--- src/rtl/core/tcw_pkg.sv ---
// Shared types, constants and helpers for the text console character writer.
// Used by tcw_ctrl, tcw_datapath and text_console_char_writer; no dependencies.
`default_nettype none

package tcw_pkg;

  localparam int SCREEN_COLUMNS = 80;
  localparam int SCREEN_ROWS    = 25;
  localparam int TAB_WIDTH      = 8;
  localparam int CELL_COUNT     = SCREEN_COLUMNS * SCREEN_ROWS;
  localparam int COPY_END       = (SCREEN_ROWS - 1) * SCREEN_COLUMNS;

  localparam int OP_W     = 2;
  localparam int CHAR_W   = 8;
  localparam int ADDR_W   = 11;
  localparam int COL_W    = 7;
  localparam int ROW_W    = 5;
  localparam int CELL_W   = 16;
  localparam int ATTR_W   = 8;
  localparam int SCROLL_W = 5;
  localparam int CFG_IDX_W = 2;
  localparam int CFG_DATA_W = 8;
  localparam int PTR_W    = $clog2(CELL_COUNT);
  localparam int START_W  = SCROLL_W + COL_W;

  typedef enum logic [OP_W-1:0] {
    OP_PUT  = 2'd0,
    OP_READ = 2'd1,
    OP_SET  = 2'd2
  } op_t;

  localparam logic [CFG_IDX_W-1:0] CFG_TEXT_ATTRIBUTE = 2'd0;
  localparam logic [CFG_IDX_W-1:0] CFG_SCROLL_TOP     = 2'd1;

  localparam logic [CHAR_W-1:0] CH_BACKSPACE = 8'd8;
  localparam logic [CHAR_W-1:0] CH_TAB       = 8'd9;
  localparam logic [CHAR_W-1:0] CH_NEWLINE   = 8'd10;
  localparam logic [CHAR_W-1:0] CH_RETURN    = 8'd13;
  localparam logic [CHAR_W-1:0] CH_SPACE     = 8'd32;

  localparam logic [SCROLL_W-1:0] SCROLL_TOP_RESET = 5'd7;

  typedef struct packed {
    logic [OP_W-1:0]   operation;
    logic [CHAR_W-1:0] char_code;
    logic [ADDR_W-1:0] cell_address;
    logic [COL_W-1:0]  new_column;
    logic [ROW_W-1:0]  new_row;
  } in_item_t;

  typedef struct packed {
    logic [CELL_W-1:0] cell_data;
    logic [ADDR_W-1:0] cursor_location;
    logic [COL_W-1:0]  cursor_col_out;
    logic [ROW_W-1:0]  cursor_row_out;
  } out_item_t;

  typedef struct packed {
    logic accept;
    logic clear_step;
    logic copy_rd;
    logic copy_wr;
    logic blank_step;
    logic load_out;
  } cmd_t;

  typedef struct packed {
    logic need_scroll;
    logic skip_copy;
    logic copy_last;
    logic ptr_last;
  } status_t;

  function automatic logic [ADDR_W-1:0] cell_index(input logic [ROW_W-1:0] row,
                                                   input logic [COL_W-1:0] col);
    logic [ROW_W+COL_W:0] prod;
    prod = (ROW_W+COL_W+1)'(row) * (ROW_W+COL_W+1)'(SCREEN_COLUMNS)
         + (ROW_W+COL_W+1)'(col);
    return prod[ADDR_W-1:0];
  endfunction

endpackage

`default_nettype wire

--- src/rtl/core/tcw_ctrl.sv ---
// Controller state machine of the text console character writer.
// Depends on tcw_pkg; drives commands into tcw_datapath and owns the handshakes.
`default_nettype none

module tcw_ctrl (
  input  wire logic             clk,
  input  wire logic             rst_n,
  input  wire logic             in_valid,
  output logic                  in_stall,
  output logic                  out_valid,
  input  wire logic             out_stall,
  input  wire tcw_pkg::status_t st,
  output tcw_pkg::cmd_t         cmd
);

  typedef enum logic [2:0] {
    S_CLEAR,
    S_IDLE,
    S_SCR_RD,
    S_SCR_WR,
    S_BLANK,
    S_RESULT
  } state_t;

  state_t state_r, state_nxt;
  logic   out_valid_r, out_valid_nxt;

  always_comb begin
    cmd       = '0;
    state_nxt = state_r;
    case (state_r)
      S_CLEAR: begin
        cmd.clear_step = 1'b1;
        if (st.ptr_last) begin
          state_nxt = S_IDLE;
        end
      end
      S_IDLE: begin
        if (in_valid) begin
          cmd.accept = 1'b1;
          if (st.need_scroll) begin
            state_nxt = st.skip_copy ? S_BLANK : S_SCR_RD;
          end else begin
            state_nxt = S_RESULT;
          end
        end
      end
      S_SCR_RD: begin
        cmd.copy_rd = 1'b1;
        state_nxt   = S_SCR_WR;
      end
      S_SCR_WR: begin
        cmd.copy_wr = 1'b1;
        state_nxt   = st.copy_last ? S_BLANK : S_SCR_RD;
      end
      S_BLANK: begin
        cmd.blank_step = 1'b1;
        if (st.ptr_last) begin
          state_nxt = S_RESULT;
        end
      end
      S_RESULT: begin
        if (!out_valid_r || !out_stall) begin
          cmd.load_out = 1'b1;
          state_nxt    = S_IDLE;
        end
      end
      default: begin
        state_nxt = S_IDLE;
      end
    endcase
  end

  always_comb begin
    out_valid_nxt = out_valid_r;
    if (cmd.load_out) begin
      out_valid_nxt = 1'b1;
    end else if (!out_stall) begin
      out_valid_nxt = 1'b0;
    end
  end

  always_ff @(posedge clk) begin
    if (!rst_n) begin
      state_r     <= S_CLEAR;
      out_valid_r <= 1'b0;
    end else begin
      state_r     <= state_nxt;
      out_valid_r <= out_valid_nxt;
    end
  end

  assign in_stall  = (state_r != S_IDLE);
  assign out_valid = out_valid_r;

`ifndef SYNTHESIS
  a_no_back_to_back: assert property (@(posedge clk) disable iff (!rst_n)
    cmd.accept |=> in_stall)
    else $error("input accepted in two consecutive cycles");

  a_load_gives_valid: assert property (@(posedge clk) disable iff (!rst_n)
    cmd.load_out |=> out_valid)
    else $error("result loaded but not offered");

  a_write_after_read: assert property (@(posedge clk) disable iff (!rst_n)
    cmd.copy_wr |-> $past(cmd.copy_rd))
    else $error("scroll write without a preceding read");

  a_load_free_slot: assert property (@(posedge clk) disable iff (!rst_n)
    cmd.load_out |-> (!out_valid || !out_stall))
    else $error("result register overwritten while stalled");
`endif

endmodule

`default_nettype wire

--- config.mk ---
export PLATFORM = sky130hd
export DESIGN_NAME = tcw_ctrl
export DESIGN_NICKNAME = d
export VERILOG_FILES = /design/src/rtl/core/tcw_pkg.sv /design/src/rtl/core/tcw_ctrl.sv
export SDC_FILE = /design/constraint.sdc
export NUM_CORES = 1
export LEC_CHECK = 0
export BUFFER_PORTS_ARGS = -buffer_cell sky130_fd_sc_hd__clkbuf_2
export CAP_MARGIN = 20
export CORE_AREA = 3 3 40 42
export DETAILED_ROUTE_END_ITERATION = 10
export DIE_AREA = 0 0 43 45
export MAX_ROUTING_LAYER = met4
export PLACE_DENSITY_LB_ADDON = 0.08
export SETUP_SLACK_MARGIN = 0.02
export SLEW_MARGIN = 20
export SYNTH_ARGS = -nofsm -noshare
export SYNTH_HDL_FRONTEND = slang
export SYNTH_SLANG_ARGS = --single-unit
--- constraint.sdc ---
create_clock -name clk -period 1.3 [get_ports clk]
set_clock_uncertainty 0.1 [all_clocks]
set_input_delay 0.065 -clock clk [delete_from_list [all_inputs] [get_ports clk]]
set_output_delay 0.065 -clock clk [all_outputs]
set_load 0.005 [all_outputs]
==> Word level (Yosys, flattened, before mapping) <==
Cells that the tools add are included.
{ "totals": {"output_inout_bits": 8, "word_cells": 36, "in_bits": 8, "ff_bits": 4} }
{ "op_classes": {"eq_ne": 11, "mux": 18, "reduce_logical": 5} }
{ "ops": {"columns": ["operator", "n"], "rows": [
  ["3-bit 2-to-1 mux", 7],
  ["3-bit one-hot mux with 6 select lines", 1],
  ["1-bit 2-to-1 mux", 10],
  ["2-bit inequality test (second input constant)", 4],
  ["3-bit by 2-bit equality test with 1-bit output (second input constant)", 2],
  ["3-bit equality test (second input constant)", 2],
  ["4-bit AND reduction", 1],
  ["3-bit by 1-bit equality test with 1-bit output (second input constant)", 1],
  ["3-bit zero test", 1],
  ["3-bit by 1-bit inequality test with 1-bit output (second input constant)", 1],
  ["1-bit zero test", 2],
  ["2-bit by 1-bit inequality test with 1-bit output (second input constant)", 1],
  ["1-bit logical OR", 1]
]} }

==> Logic depth before layout (Yosys ltp) <==
{ "depth": {"ltp_word": 5, "depth_mapped": 5, "mapped_depth_nobuf": 3} }

==> Worst setup path before layout <==
Ideal clock, no wire load.
{ "synth_path": {"path_kind": "register to register", "start": "reg state_r[2]", "end": "reg state_r[1]", "period_less_slack_ns": 1.247, "stages_incl_launch_ff": 5, "arrival_time_ns": 1.075, "required_ns": 1.127, "setup_ns": 0.073, "n_path_buf": 1, "path_slack_ns": 0.053, "path_cell_list": "dfxtp_1 -> buf_6 -> or3b_4 -> o32ai_2 -> nor3b_2"} }
{ "synth_via": {"elab_chain_len": 3, "elab_cells_between_ends": 12, "classes_between": "eq/ne: 9; mux: 1; reduce/logical: 2"} }
{ "synth_lines": {"columns": ["element", "line_no", "source"], "rows": [
  ["from (decl)", "tcw_ctrl.sv:25", "state_t state_r, state_nxt;"],
  ["from (signal assigned)", "tcw_ctrl.sv:88", "state_r <= state_nxt;"],
  ["3-bit equality test (tied with other cells)", "tcw_ctrl.sv:31", "case (state_r)"],
  ["2-bit inequality test (no source line)", null, null],
  ["4-bit AND reduction (no source line)", null, null]
]} }
Parallel ways exist; a longest one is shown, timed or not.
A chain may end at the register's enable or synchronous reset.

==> metrics.md <==
| Metric | Value |
|---|---|
| Measured slew at the worst slew-check pin | 0.251 ns |
| Wire per inst | 11.0 um |
| Post-route ant nets | 0 |
| Congestion Overflow GR | 0 |
| # diodes | 0 |
| FILL cells | 140 |
| CTS tree | built |
| Drt initial violations | 2 |
| Cell Pwr Density | 719 nW/um^2 |
| Starting density of the core | 0.245 |
| Max-cap violation count | 0 |
| Core footprint | 1280 um^2 |
| Reg2Reg Depth | 3 |
| Register area share after synthesis | 0.254 |
| Placed cell count | 75 |
| Total Power | 0.000390 W |
| Syn Area/Cell | 7.69 um^2 |
| Syn Nets | 49 |
| Post-Place Setup Slack | 0.0421 ns |
| Flop-to-flop setup slack | 0.05 ns |
| Register bit total from synthesis | 4 |
| Distinct cells, synth | 22 |
| Critical Path AT | 1.16 ns |
| Commonest non-fill, non-tap cells in the layout | clkbuf_2, buf_4 |
| Peak Freq | 755 MHz |
| Vias in the first global route | 323 |
| Met3 Wirelength | 89 um |
| Wire length on met1 | 423 um |
| Clock Latency Late Sink | 0.23 ns |
| Met2 wire length | 376 um |
| Total die area | 1940 um^2 |
| Failing checks | setup timing |
| Worst-path cell chain | or3b_4, inv_2, clkbuf_2 |
| CP startpoint | state_r[0] |
| Chip height | 45 um |
| Netlist Area Pre-Place | 315 um^2 |
| Ports | 16 |
| Initial antenna violation count | 0 |
| Total number of vias | 358 |
| Worst hold path class | in -> reg |
| Slew Limit Fails | 0 |
| WP buf/inv | 2 |
| Dpl hpwl | 688 um |
| Number of cells on the critical path | 3 |
| Slew margin rel. | 0.831 |
| IO Port Bufs | 15 |
| CP Max Fanout | 6 |
| RSZ-0062 raised after global routing | true |
| Crit path time final | 1.32 ns |
| H-Tree Depth | 1 |
| Fin crit share | 1.02 |
| Max VDD drop | 0.510 mV |
| Drt drc | 0 |
| Final setup vio count | 1 |
| DIE WIDTH | 43 um |
| YS warnings | 0 |
| Routed WL | 889 um |
| Clock Sinks | 4 |
| CP endpoint | cmd[1] |
| R2r endpoint | state_r[1] |
| Leakage | 0.271 nW |
| Endpoints failing hold | 0 |
| Startpoint types | register |
| Cell family with most CP delay | simple AND/OR/NAND/NOR gates |
| Critical Path End Type | output port |
| Setup TNS | -0.0240 ns |
| Cells after Synth | 41 |
| Total GRT Usage | 0.0985 |
| Layout area overhead | 71.8% |
| TritonCTS Buffers | 3 |
| Reg clk slew, reported paths | 0.04 ns |
| Placer Congestion | 0.752 |
| Top Metal Used | met3 |
| Post-layout net count | 76 |
| Outcome | finished with violations |
| Cell Count, Final, Fillers Out | 81 |
| Vias per std cell | 4.42 |
| Slowest stage cell, crit path | or3b_4 |
| Reg2reg start | state_r[0] |
| Commonest non-fill, non-tap cell in the layout | clkbuf_2 |
| Share of layout cells above drive strength 1 | 0.667 |
| First-pass GRT wire length | 1300 um |
| Critical Path RT | 1.13 ns |
| CP max stage delay | 0.42 ns |
| Worst setup margin | -0.0240 ns |
| Largest net degree at the start of global routing | 7 |
| Crit Path Class | reg -> out |
| Clock buffer depth | 2 |
| First drt pass iteration count | 2 |
| # rows | 13 |
| Root buf cell | clkbuf_4 |
==> how the worst min path moves through the flow <==
| stage | slack [ns] | cells after the start | from | endpoint |
|---|---|---|---|---|
| finish | 0.05 | 3 | rst_n | out_valid |
| global route | 0.07 | 3 | rst_n | out_valid |
| CTS | 0.03 | 3 | st[0] | state_r[0] |
| detailed placement | 0.23 | 3 | out_stall | out_valid |
| global placement | 0.24 | 3 | out_stall | out_valid |
| floorplan | 0.10 | 2 | in_valid | cmd[5] |
==> Yosys cell counts <==
cell type / n / share of area
inv_1: 4 / 0.048
buf_6: 1 / 0.036
a32o_1: 1 / 0.032
nor3b_1: 2 / 0.048
a32oi_1: 1 / 0.028
buf_4: 1 / 0.024
o31ai_1: 1 / 0.024
and3b_2: 1 / 0.032
nor3b_2: 1 / 0.040
nor3_1: 3 / 0.048
nand2_1: 4 / 0.048
o32ai_2: 1 / 0.052
or3b_4: 1 / 0.036
nand3_1: 1 / 0.016
a21oi_1: 4 / 0.063
dfxtp_1: 4 / 0.25
nor2b_1: 2 / 0.040
buf_2: 1 / 0.016
nand2b_2: 2 / 0.056
nor2_1: 3 / 0.036
clkbuf_1: 1 / 0.012
o21ai_0: 1 / 0.016
==> cell type report <==
cell class                      count  area (um^2)  area share
Tap cell                           15         18.8      0.0346
Clock buffer                        3         22.5      0.0416
Inverter                            4         15.0      0.0277
Multi-Input combinational cell     29          229       0.423
Timing Repair Buffer               26          168       0.309
Sequential cell                     4         88.8       0.164
==> kinds of logic after synthesis <==
| logic type | Yosys count | synth area share |
|---|---|---|
| buf+inv | 8 | 0.135 |
| simple gates | 20 | 0.397 |
| flops | 4 | 0.254 |
| compound gates | 9 | 0.214 |
==> report_power, final <==
| part | total [W] | switching [W] | leakage [nW] | internal (W) |
|---|---|---|---|---|
| sequential | 0.000131 | 0.00000536 | 0.0344 | 0.000125 |
| combinational | 0.000107 | 0.0000456 | 0.223 | 0.0000615 |
| clock | 0.000152 | 0.0000487 | 0.0138 | 0.000103 |
| total | 0.000390 | 0.0000997 | 0.271 | 0.000290 |
==> flip-flops by register name (all words and copies together), names as in the netlist <==
| register | cells |
|---|---|
| out_valid | 1 |
| state_r | 3 |
==> per-layer routing <==
metal  vias to the layer above  GRT usage
met5                         -          -
met4                         0     0.0361
met3                         0     0.0637
met2                        17      0.138
met1                       150      0.113
li1                        191          -
==> repair_timing <==
| action | CTS | global route |
|---|---|---|
| gates resized for setup | 6 | 13 |
| setup buffers | 1 | 1 |
| endpoints found under the setup margin | 4 | 5 |
| hold endpoints to repair | 1 | 0 |
| pin swaps | 1 | 3 |
| hold buffers | 1 | 0 |
==> worst register-to-register path: stages, from the launching register on <==
cell and delay, ns:
dfxtp_4 0.35, or3b_4 0.42, o32ai_2 0.12, nor3b_2 0.19
==> per-stage QoR <==
stage / utilization / hold slack [ns] / area [um^2]
after floorplan: - / 0.101 / 315
after global placement: 0.344 / 0.238 / 442
after detailed placement: 0.344 / 0.230 / 442
after CTS: 0.386 / 0.0319 / 495
after global routing: 0.422 / 0.0693 / 542
final: 0.422 / 0.0519 / 542
Note: power is estimated with default switching activity, not from simulation.
